`src/hdl/rau_pkg.sv`:
```
package rau_pkg;

  localparam int WIDTH_DEF = 32;
  localparam int NUM_W = 32;
  localparam int DEN_W = 31;

  localparam logic [1:0] FN_ADD = 2'd0;
  localparam logic [1:0] FN_SUB = 2'd1;
  localparam logic [1:0] FN_MUL = 2'd2;
  localparam logic [1:0] FN_DIV = 2'd3;

  localparam logic [1:0] ST_OK   = 2'd0;
  localparam logic [1:0] ST_ZDEN = 2'd1;
  localparam logic [1:0] ST_DIVZ = 2'd2;
  localparam logic [1:0] ST_OVF  = 2'd3;

  typedef enum logic [3:0] {
    S_IDLE,
    S_CHECK,
    S_MINIT,
    S_MUL,
    S_COMB,
    S_COMB2,
    S_GCD,
    S_GSH,
    S_DINIT,
    S_DIV,
    S_FINAL
  } state_t;

endpackage

```
`src/hdl/rational_arith_unit.sv`:
```
// Sequence from the accepting edge to done: division by zero ends at the check;
// a zero denominator ends once the products are formed; else a binary GCD runs,
// taking out and later restoring common factors of two, and two divides follow;
// add and subtract form one more product, plus a step if the difference is negative.
// A new word is taken only while idle; busy falls as done rises.
// Reset: synchronous rst idles the sequencer with done low; the receiver cannot stall.
module rational_arith_unit #(
  parameter int WIDTH = rau_pkg::WIDTH_DEF
) (
  input  logic                              clk,
  input  logic                              rst,
  input  logic                              start,
  output logic                              busy,
  input  logic [1:0]                        func,
  input  logic signed [31:0]                a_num,
  input  logic signed [31:0]                a_den,
  input  logic signed [31:0]                b_num,
  input  logic signed [31:0]                b_den,
  output logic                              done,
  output logic signed [rau_pkg::NUM_W-1:0]  res_num,
  output logic [rau_pkg::DEN_W-1:0]         res_den,
  output logic [1:0]                        status
);

  localparam int PW = 2 * WIDTH;
  localparam int CW = $clog2(PW + 1);
  localparam logic [PW-1:0] LIM = PW'(1) << (WIDTH - 1);

  rau_pkg::state_t state, state_next;

  logic [1:0]       fn;
  logic             an_s, ad_s, bn_s, bd_s;
  logic [WIDTH-1:0] an, ad, bn, bd;
  logic             s0, s1, s2;
  logic [1:0]       jsel;
  logic [PW-1:0]    acc, ma, p0, p1, p2;
  logic [WIDTH-1:0] mb;
  logic [CW-1:0]    cnt, k;
  logic [PW-1:0]    nmag, x, y, q, nq, dq;
  logic             nneg, dsel;
  logic [PW:0]      rem, rem_sh;

  logic [PW:0]      add_a, add_b, add_sum;
  logic             add_sub, add_borrow;

  logic             fin;
  logic [1:0]       fin_status;
  logic             neg, ovf, mul_last, div_last, addsub;
  logic [WIDTH-1:0] numw;
  logic [PW-1:0]    q_new;

  function automatic logic [WIDTH-1:0] mag_of(input logic [31:0] raw);
    logic [WIDTH-1:0] v;
    v = raw[WIDTH-1:0];
    return v[WIDTH-1] ? (WIDTH'(0) - v) : v;
  endfunction

  rau_addsub #(.W(PW + 1)) u_addsub (
    .a(add_a), .b(add_b), .sub(add_sub), .sum(add_sum), .borrow(add_borrow)
  );

  assign busy = (state != rau_pkg::S_IDLE);
  assign mul_last = (cnt == CW'(WIDTH - 1));
  assign div_last = (cnt == CW'(PW - 1));
  assign addsub = (fn == rau_pkg::FN_ADD) || (fn == rau_pkg::FN_SUB);
  assign rem_sh = {rem[PW-1:0], q[PW-1]};
  assign q_new = {q[PW-2:0], ~add_borrow};

  always_ff @(posedge clk) begin
    if (rst) begin
      state <= rau_pkg::S_IDLE;
    end else begin
      state <= state_next;
    end
  end

  always_comb begin
    state_next = state;
    unique case (state)
      rau_pkg::S_IDLE: begin
        if (start) state_next = rau_pkg::S_CHECK;
      end
      rau_pkg::S_CHECK: begin
        if (fn == rau_pkg::FN_DIV && bn == '0) state_next = rau_pkg::S_IDLE;
        else state_next = rau_pkg::S_MINIT;
      end
      rau_pkg::S_MINIT: state_next = rau_pkg::S_MUL;
      rau_pkg::S_MUL: begin
        if (mul_last) begin
          state_next = (jsel == 2'd2) ? rau_pkg::S_COMB : rau_pkg::S_MINIT;
        end
      end
      rau_pkg::S_COMB: begin
        if (p2 == '0) state_next = rau_pkg::S_IDLE;
        else if (addsub && s0 != s1 && add_borrow) state_next = rau_pkg::S_COMB2;
        else state_next = rau_pkg::S_GCD;
      end
      rau_pkg::S_COMB2: state_next = rau_pkg::S_GCD;
      rau_pkg::S_GCD: begin
        if (x == '0) state_next = rau_pkg::S_GSH;
      end
      rau_pkg::S_GSH: begin
        if (k == '0) state_next = rau_pkg::S_DINIT;
      end
      rau_pkg::S_DINIT: state_next = rau_pkg::S_DIV;
      rau_pkg::S_DIV: begin
        if (div_last) state_next = dsel ? rau_pkg::S_FINAL : rau_pkg::S_DINIT;
      end
      rau_pkg::S_FINAL: state_next = rau_pkg::S_IDLE;
      default: state_next = rau_pkg::S_IDLE;
    endcase
  end

  always_comb begin
    add_a = '0;
    add_b = '0;
    add_sub = 1'b0;
    fin = 1'b0;
    fin_status = rau_pkg::ST_OK;
    neg = (nneg != s2) && (nq != '0);
    ovf = (dq > LIM - PW'(1)) || (neg ? (nq > LIM) : (nq > LIM - PW'(1)));
    numw = neg ? (WIDTH'(0) - nq[WIDTH-1:0]) : nq[WIDTH-1:0];
    unique case (state)
      rau_pkg::S_MUL: begin
        add_a = {1'b0, acc};
        add_b = mb[0] ? {1'b0, ma} : '0;
      end
      rau_pkg::S_COMB: begin
        add_a = {1'b0, p0};
        add_b = {1'b0, p1};
        add_sub = (s0 != s1);
      end
      rau_pkg::S_COMB2: begin
        add_a = {1'b0, p1};
        add_b = {1'b0, p0};
        add_sub = 1'b1;
      end
      rau_pkg::S_GCD: begin
        add_a = {1'b0, x};
        add_b = {1'b0, y};
        add_sub = 1'b1;
      end
      rau_pkg::S_DIV: begin
        add_a = rem_sh;
        add_b = {1'b0, y};
        add_sub = 1'b1;
      end
      default: begin
      end
    endcase
    unique case (state)
      rau_pkg::S_CHECK: begin
        if (fn == rau_pkg::FN_DIV && bn == '0) begin
          fin = 1'b1;
          fin_status = rau_pkg::ST_DIVZ;
        end
      end
      rau_pkg::S_COMB: begin
        if (p2 == '0) begin
          fin = 1'b1;
          fin_status = rau_pkg::ST_ZDEN;
        end
      end
      rau_pkg::S_FINAL: begin
        fin = 1'b1;
        fin_status = ovf ? rau_pkg::ST_OVF : rau_pkg::ST_OK;
      end
      default: begin
      end
    endcase
  end

  always_ff @(posedge clk) begin
    if (rst) begin
      done <= 1'b0;
    end else begin
      done <= fin;
    end
  end

  always_ff @(posedge clk) begin
    if (fin) begin
      status <= fin_status;
      if (fin_status == rau_pkg::ST_OK) begin
        res_num <= rau_pkg::NUM_W'($signed(numw));
        res_den <= rau_pkg::DEN_W'(dq[WIDTH-2:0]);
      end else begin
        res_num <= '0;
        res_den <= '0;
      end
    end
  end

  always_ff @(posedge clk) begin
    unique case (state)
      rau_pkg::S_IDLE: begin
        fn <= func;
        an_s <= a_num[WIDTH-1];
        ad_s <= a_den[WIDTH-1];
        bn_s <= b_num[WIDTH-1];
        bd_s <= b_den[WIDTH-1];
        an <= mag_of(a_num);
        ad <= mag_of(a_den);
        bn <= mag_of(b_num);
        bd <= mag_of(b_den);
        jsel <= 2'd0;
        dsel <= 1'b0;
      end
      rau_pkg::S_CHECK: begin
        s0 <= an_s ^ ((fn == rau_pkg::FN_MUL) ? bn_s : bd_s);
        s1 <= bn_s ^ ad_s ^ (fn == rau_pkg::FN_SUB);
        s2 <= ad_s ^ ((fn == rau_pkg::FN_DIV) ? bn_s : bd_s);
      end
      rau_pkg::S_MINIT: begin
        acc <= '0;
        cnt <= '0;
        case (jsel)
          2'd0: begin
            ma <= PW'(an);
            mb <= (fn == rau_pkg::FN_MUL) ? bn : bd;
          end
          2'd1: begin
            ma <= PW'(bn);
            mb <= ad;
          end
          default: begin
            ma <= PW'(ad);
            mb <= (fn == rau_pkg::FN_DIV) ? bn : bd;
          end
        endcase
      end
      rau_pkg::S_MUL: begin
        acc <= add_sum[PW-1:0];
        ma <= {ma[PW-2:0], 1'b0};
        mb <= {1'b0, mb[WIDTH-1:1]};
        cnt <= cnt + CW'(1);
        if (mul_last) begin
          case (jsel)
            2'd0: p0 <= add_sum[PW-1:0];
            2'd1: p1 <= add_sum[PW-1:0];
            default: p2 <= add_sum[PW-1:0];
          endcase
          jsel <= (jsel == 2'd0 && addsub) ? 2'd1 : 2'd2;
        end
      end
      rau_pkg::S_COMB: begin
        y <= p2;
        k <= '0;
        nneg <= s0;
        if (addsub) begin
          nmag <= add_sum[PW-1:0];
          x <= add_sum[PW-1:0];
        end else begin
          nmag <= p0;
          x <= p0;
        end
      end
      rau_pkg::S_COMB2: begin
        nmag <= add_sum[PW-1:0];
        x <= add_sum[PW-1:0];
        nneg <= s1;
      end
      rau_pkg::S_GCD: begin
        if (x != '0) begin
          if (!x[0] && !y[0]) begin
            x <= x >> 1;
            y <= y >> 1;
            k <= k + CW'(1);
          end else if (!x[0]) begin
            x <= x >> 1;
          end else if (!y[0]) begin
            y <= y >> 1;
          end else if (!add_borrow) begin
            x <= add_sum[PW-1:0];
          end else begin
            x <= y;
            y <= x;
          end
        end
      end
      rau_pkg::S_GSH: begin
        if (k != '0) begin
          y <= y << 1;
          k <= k - CW'(1);
        end
      end
      rau_pkg::S_DINIT: begin
        rem <= '0;
        q <= dsel ? p2 : nmag;
        cnt <= '0;
      end
      rau_pkg::S_DIV: begin
        q <= q_new;
        rem <= add_borrow ? rem_sh : add_sum;
        cnt <= cnt + CW'(1);
        if (div_last) begin
          if (!dsel) begin
            nq <= q_new;
            dsel <= 1'b1;
          end else begin
            dq <= q_new;
          end
        end
      end
      default: begin
      end
    endcase
  end

endmodule

```
`src/hdl/rau_addsub.sv`:
```
module rau_addsub #(
  parameter int W = 65
) (
  input  logic [W-1:0] a,
  input  logic [W-1:0] b,
  input  logic         sub,
  output logic [W-1:0] sum,
  output logic         borrow
);

  logic [W:0] s;

  assign s = {1'b0, a} + (sub ? ~{1'b0, b} : {1'b0, b}) + {{W{1'b0}}, sub};
  assign sum = s[W-1:0];
  assign borrow = sub & s[W];

endmodule

```
`config.mk`:
```
export PLATFORM = sky130hd
export DESIGN_NAME = rational_arith_unit
export DESIGN_NICKNAME = d
export VERILOG_FILES = /design/src/hdl/rau_pkg.sv /design/src/hdl/rational_arith_unit.sv /design/src/hdl/rau_addsub.sv
export SDC_FILE = /design/constraint.sdc
export NUM_CORES = 2
export LEC_CHECK = 0
export BUFFER_PORTS_ARGS = -buffer_cell sky130_fd_sc_hd__buf_2
export CAP_MARGIN = 10
export CORE_MARGIN = 1
export CORE_UTILIZATION = 41
export CTS_CLUSTER_DIAMETER = 40
export CTS_CLUSTER_SIZE = 40
export DETAILED_ROUTE_END_ITERATION = 16
export HOLD_SLACK_MARGIN = 0.06
export SYNTH_ARGS = -nofsm -noshare
export SYNTH_HDL_FRONTEND = slang
export SYNTH_HIERARCHICAL = 1
export SYNTH_SLANG_ARGS = --single-unit
```
`constraint.sdc`:
```
create_clock -name clk -period 22.3 [get_ports clk]
set_clock_uncertainty 0.05 [all_clocks]
set_input_delay 3.345 -clock clk [delete_from_list [all_inputs] [get_ports clk]]
set_output_delay 3.345 -clock clk [all_outputs]
set_load 0.01 [all_outputs]
```
* Word level (Yosys, flattened, before mapping)
Index checks and enable logic that the tools add are counted.
** Operators by class
- Order comparisons :: 3
- Equality and inequality tests :: 30
- Muxes and demuxes :: 68
- Reduce and logical (&&, ||, !) cells :: 48
- Bitwise operators :: 9
- $add $sub $neg :: 10
** Operators by type and width (count)
- 2-to-1 mux 64 bit :: 15
- case mux 64 bit (2 select lines) :: 5
- case mux 64 bit (3 select lines) :: 2
- case mux 65 bit (5 select lines) :: 1
- case mux 64 bit (4 select lines) :: 1
- case mux 32 bit (2 select lines) :: 3
- subtractor 1 x 32 -> 32 bit, first input constant :: 5
- > comparator 64 x 31 -> 1 bit, second input constant :: 2
- logical NOT 64 bit :: 2
- nonzero test 64 bit :: 2
- 2-to-1 mux 31 bit :: 4
- 2-to-1 mux 32 bit :: 3
- adder 65 x 66 -> 66 bit :: 1
- adder 66 x 1 -> 66 bit :: 1
- 2-to-1 mux 66 bit :: 1
- inverter 64 -> 66 bit :: 1
- > comparator 64 x 32 -> 1 bit, second input constant :: 1
- case mux 4 bit (10 select lines) :: 1
- logical NOT 32 bit :: 1
- 2-to-1 mux 7 bit :: 3
- case mux 7 bit (3 select lines) :: 1
- 2-to-1 mux 4 bit :: 5
- AND reduction 3 bit :: 6
- equality test 4 x 3 -> 1 bit, second input constant :: 4
- 39 further kinds :: 97
** Word-level totals
- Input bits :: 133
- Bits in registers :: 1025

* Longest topological paths before layout
- Word-level depth :: 14
- Gate-level depth with buffers :: 29
- Gate-level depth less buffers :: 21

* Modules after synthesis
Netlist, hierarchy kept.
** Modules (own cells, without submodules)
- rational_arith_unit :: cells an instance 3978, times used 1, area an instance 48582.8 um2
- rau_addsub :: cells an instance 656, times used 1, area an instance 4644.5 um2

* Worst setup path after synthesis
OpenSTA, ideal clock, no wires.
- Path kind :: flip-flop to flip-flop
- Start :: reg state[2]
- End :: reg y[10] (enable)
- Stages on the path, launching flop included :: 25
- Path buffers :: 7
- Setup time :: 0.521 ns
- Arrival time :: 9.730 ns
- Path slack :: 11.998 ns
- Clock period less this slack :: 10.302 ns
- Cell sequence :: dfxtp_1 > clkbuf_1 > nand2_1 > inv_1 > nand2_1 > nand2_1 > clkbuf_1 > buf_1 > xor2_1 > ha_1 > clkbuf_2 > a21oi_1 > o21ai_0 > a32oi_1 > o22ai_1 > nor3_1 > o21ai_1 > a31oi_1 > a21boi_0 > o21ai_0 > clkbuf_1 > clkbuf_1 > clkbuf_1 > nand2_1 > a31oi_1
** Between the ends
- Elaborated cells on any way between the ends :: 22
- Classes of those cells :: add/sub: 2; eq/ne: 10; mux: 4; bitwise: 2; reduce/logical: 4
** RTL lines
- from (decl) :: RTL line rational_arith_unit.sv:29 : rau_pkg::state_t state, state_next;
- from (signal assigned) :: RTL line rational_arith_unit.sv:71 : state <= rau_pkg::S_IDLE;
- from (signal assigned) :: RTL line rational_arith_unit.sv:73 : state <= state_next;
- equality test 4 bit / equality test 4 x 3 -> 1 bit (equally long branches) :: RTL line rational_arith_unit.sv:123 : unique case (state)
- OR reduction 3 bit (no line)
- case mux 1 bit (2 select lines) (*) :: RTL line rational_arith_unit.sv:123
- named net add_sub :: RTL line rational_arith_unit.sv:44 : logic add_sub, add_borrow;
- 2-to-1 mux 66 bit :: RTL line rau_addsub.sv:13 : assign s = {1'b0, a} + (sub ? ~{1'b0, b} : {1'b0, b}) + {{W{1'b0}}, sub};
- adder 65 x 66 -> 66 bit :: RTL line rau_addsub.sv:13
- adder 66 x 1 -> 66 bit :: RTL line rau_addsub.sv:13
- AND 1 bit (*) :: RTL line rau_addsub.sv:15 : assign borrow = sub & s[W];
- named net add_borrow :: RTL line rational_arith_unit.sv:44
- != test 4 bit (no line) (*)
- AND reduction 5 bit (no line) (*)
- to (signal assigned) :: RTL line rational_arith_unit.sv:267 : y <= y >> 1;
- to (signal assigned) :: RTL line rational_arith_unit.sv:272 : y <= y >> 1;
- to (signal assigned) :: RTL line rational_arith_unit.sv:283 : y <= y << 1;
- to (decl) :: RTL line rational_arith_unit.sv:39 : logic [PW-1:0] nmag, x, y, q, nq, dq;
The timed path passes the listed nets; every way through them passes the cells marked *.
A chain may end at the register's enable or synchronous reset.

* Worst setup path in the final report
- Start :: reg state[3]
- End :: reg y[50] (enable)
The elaborated chain is that of the path after synthesis.

==> impl_metrics.env <==
export IMPL_crit_arrival_ns=9.89
export IMPL_fin_ws_ns=12.73
export IMPL_area_growth_pct=14.7
export IMPL_final_area_mm2=0.0610
export IMPL_clock_root_buffer="clkbuf_16"
export IMPL_drt_initial_drc_count=4978
export IMPL_fin_setup_tns_ns=0
export IMPL_fill_cells=11600
export IMPL_total_leakage_power_uw=0.0215
export IMPL_status="completed"
export IMPL_io_buffers=199
export IMPL_period_share_pct=42.9
export IMPL_power_net_switching_uw=1950
export IMPL_ys_warn_count=6
export IMPL_max_slew_margin_rel_pct=18.2
export IMPL_critPathRequiredTime_ns=22.62
export IMPL_gr_total_overflow=0
export IMPL_seq_area_mm2=0.0307
export IMPL_chipHeight_um=362
export IMPL_synth_area_mm2=0.0532
export IMPL_drc=0
export IMPL_clock_path_buffers=3
export IMPL_synth_cells=4624
export IMPL_fin_total_pwr_uw=6280
export IMPL_crit_type="reg -> reg"
export IMPL_post_drt_via_cell_ratio=6.00
export IMPL_tightest_slew_ns=1.23
export IMPL_placement_cell_area_mm2=0.0557
export IMPL_critPathCaptureType="register"
export IMPL_grt_util_all_layers_pct=25.7
export IMPL_hpwl_mm=115
export IMPL_cts_setup_buffers=0
export IMPL_maxCapViolations=0
export IMPL_gp_congestion=0.959
export IMPL_ctsHoldBuffers=0
export IMPL_timing_rr_start="state[3]"
export IMPL_core_area_mm2=0.128
export IMPL_rsz0062_at_grt="no"
export IMPL_pwr_share_seq_pct=42.1
export IMPL_start_util_pct=41.5
export IMPL_drive_above_1_share_pct=13.7
export IMPL_rr_worst_depth=21
export IMPL_swShare_pct=31.0
export IMPL_p_int_uw=4330
export IMPL_max_freq_mhz=105
export IMPL_grt_pass1_wl_mm=252
export IMPL_powerDensity_mw_per_mm2=103
export IMPL_r2r_end="y[50]"
export IMPL_hold_violations=0
export IMPL_fp_dieArea_mm2=0.131
export IMPL_critical_path_startpoint="state[3]"
export IMPL_setup_viol=0
export IMPL_vdd_drop_max_mv=0.0757
export IMPL_clk_pin_slew_ns=0.06
export IMPL_antenna_found_initial=4
export IMPL_pre_cts_slack_ns=13.12
export IMPL_final_net_count=4940
export IMPL_cts_buffers=150
export IMPL_grt_max_degree=161
export IMPL_htreeDepth=4
export IMPL_hp_class="reg -> reg"
export IMPL_crit_fanout=120
export IMPL_routed_wirelength_mm=170
export IMPL_syn_nets=4834
export IMPL_slew_violations=0
export IMPL_clock_sinks=1025
export IMPL_cts_resized=0
export IMPL_io_pins=200
export IMPL_clkLatencyLatePin_ns=0.78
export IMPL_fin_crit_ns=9.57
export IMPL_die_w_um=362
export IMPL_num_vias=39500
export IMPL_avgSynthCellArea_um2=11.5
export IMPL_worst_hold_slack_ns=0.423
export IMPL_rows=131
export IMPL_grt_pass1_vias=37100
export IMPL_pwr_share_clk_pct=39.3
export IMPL_rrSetupSlack_ns=12.73
export IMPL_first_pass_iters=6
export IMPL_comb_power_share_pct=18.7
export IMPL_wl_per_cell_um=25.8
export IMPL_worstSetupStartpointType="register"
export IMPL_cts_tree="built"
export IMPL_multi_input_area_mm2=0.0211
export IMPL_postRouteAntennaNets=0
export IMPL_endpoint="y[50]"
[state kept, by name, indices dropped and copies added (netlist names), 31 cells and up]
signal / flops
p0: 64
an: 32
ma: 64
nq: 64
x: 64
y: 64
dq: 64
rem: 64
res_den: 31
bd: 32
nmag: 64
res_num: 32
p1: 64
p2: 64
q: 64
ad: 32
acc: 64
mb: 32
bn: 32
[cell type report]
| cell class | instances | area share (%) |
|---|---|---|
| Antenna cell | 1 | 0.00410 |
| Clock buffer | 166 | 6.53 |
| Clock inverter | 113 | 2.12 |
| Inverter | 49 | 0.314 |
| Multi-Input combinational cell | 3240 | 34.6 |
| Sequential cell | 1025 | 50.4 |
| Tap cell | 1729 | 3.55 |
| Timing Repair Buffer | 264 | 2.49 |
[power groups by stage]
stage	sequential (uW)	clock [uW]	combinational (uW)
global placement	2680	0	1130
floorplan	2580	0	815
CTS	2640	2500	1150
detailed placement	2680	0	1150
finish	2640	2460	1170
global route	2650	2570	1280
[through the flow]
stage	util (%)	std cells
global route	47.7	6586
finish	47.7	6587
CTS	47.7	6586
floorplan	-	4624
global placement	43.5	6307
detailed placement	43.5	6307
[how the worst min path moves through the flow]
stage           from  endpoint  slack (ns)  depth (start not counted)
2_1_floorplan   q[9]    dq[10]        0.39                          0
3_3_place_gp   q[18]    dq[19]        0.41                          0
3_5_place_dp   q[46]    dq[47]        0.41                          0
4_1_cts        q[46]    nq[47]        0.43                          0
5_1_grt        q[40]    dq[41]        0.43                          0
6_report       q[46]    nq[47]        0.42                          0
[critical path, stage by stage (launching register included)]
cell and delay (ns):
dfxtp_1 0.64, nand2b_1 0.35, or2_4 0.69, nand2_2 0.63, a21oi_1 0.51, nand2_4 0.29, buf_4 0.49, xor2_1 0.29
ha_1 0.37, a21oi_1 0.24, o211ai_1 0.18, a21oi_1 0.46, nor3_1 0.21, nor3_1 0.32, o21ai_1 0.22, a31oi_1 0.63
a21boi_0 0.29, o21ai_4 0.25, buf_12 0.49, nand2_1 0.20, a31oi_4 0.21, buf_4 0.83
[layer usage]
metal | GRT usage, % | up-vias | part of all wire, %
li1 | - | 17800 | -
met1 | 36.2 | 19100 | 43
met2 | 37.9 | 2304 | 43
met3 | 6.51 | 333 | 11
met4 | 9.83 | 2 | 3.8
met5 | 0 | - | 0.0076
[layout by cell type (no fill, tap or decap), drive strengths merged, types with 80 or more instances in the layout]
cell type     n
nor4         80
a22oi       153
a221o       114
nor2        167
o21ai       272
buf         264
a21oi       264
xor2        109
edfxtp     1020
and2        133
xnor2       173
inv          85
nand2       672
nand3       185
mux2i       222
clkbuf      166
Note: power is estimated with default switching activity, not from simulation.
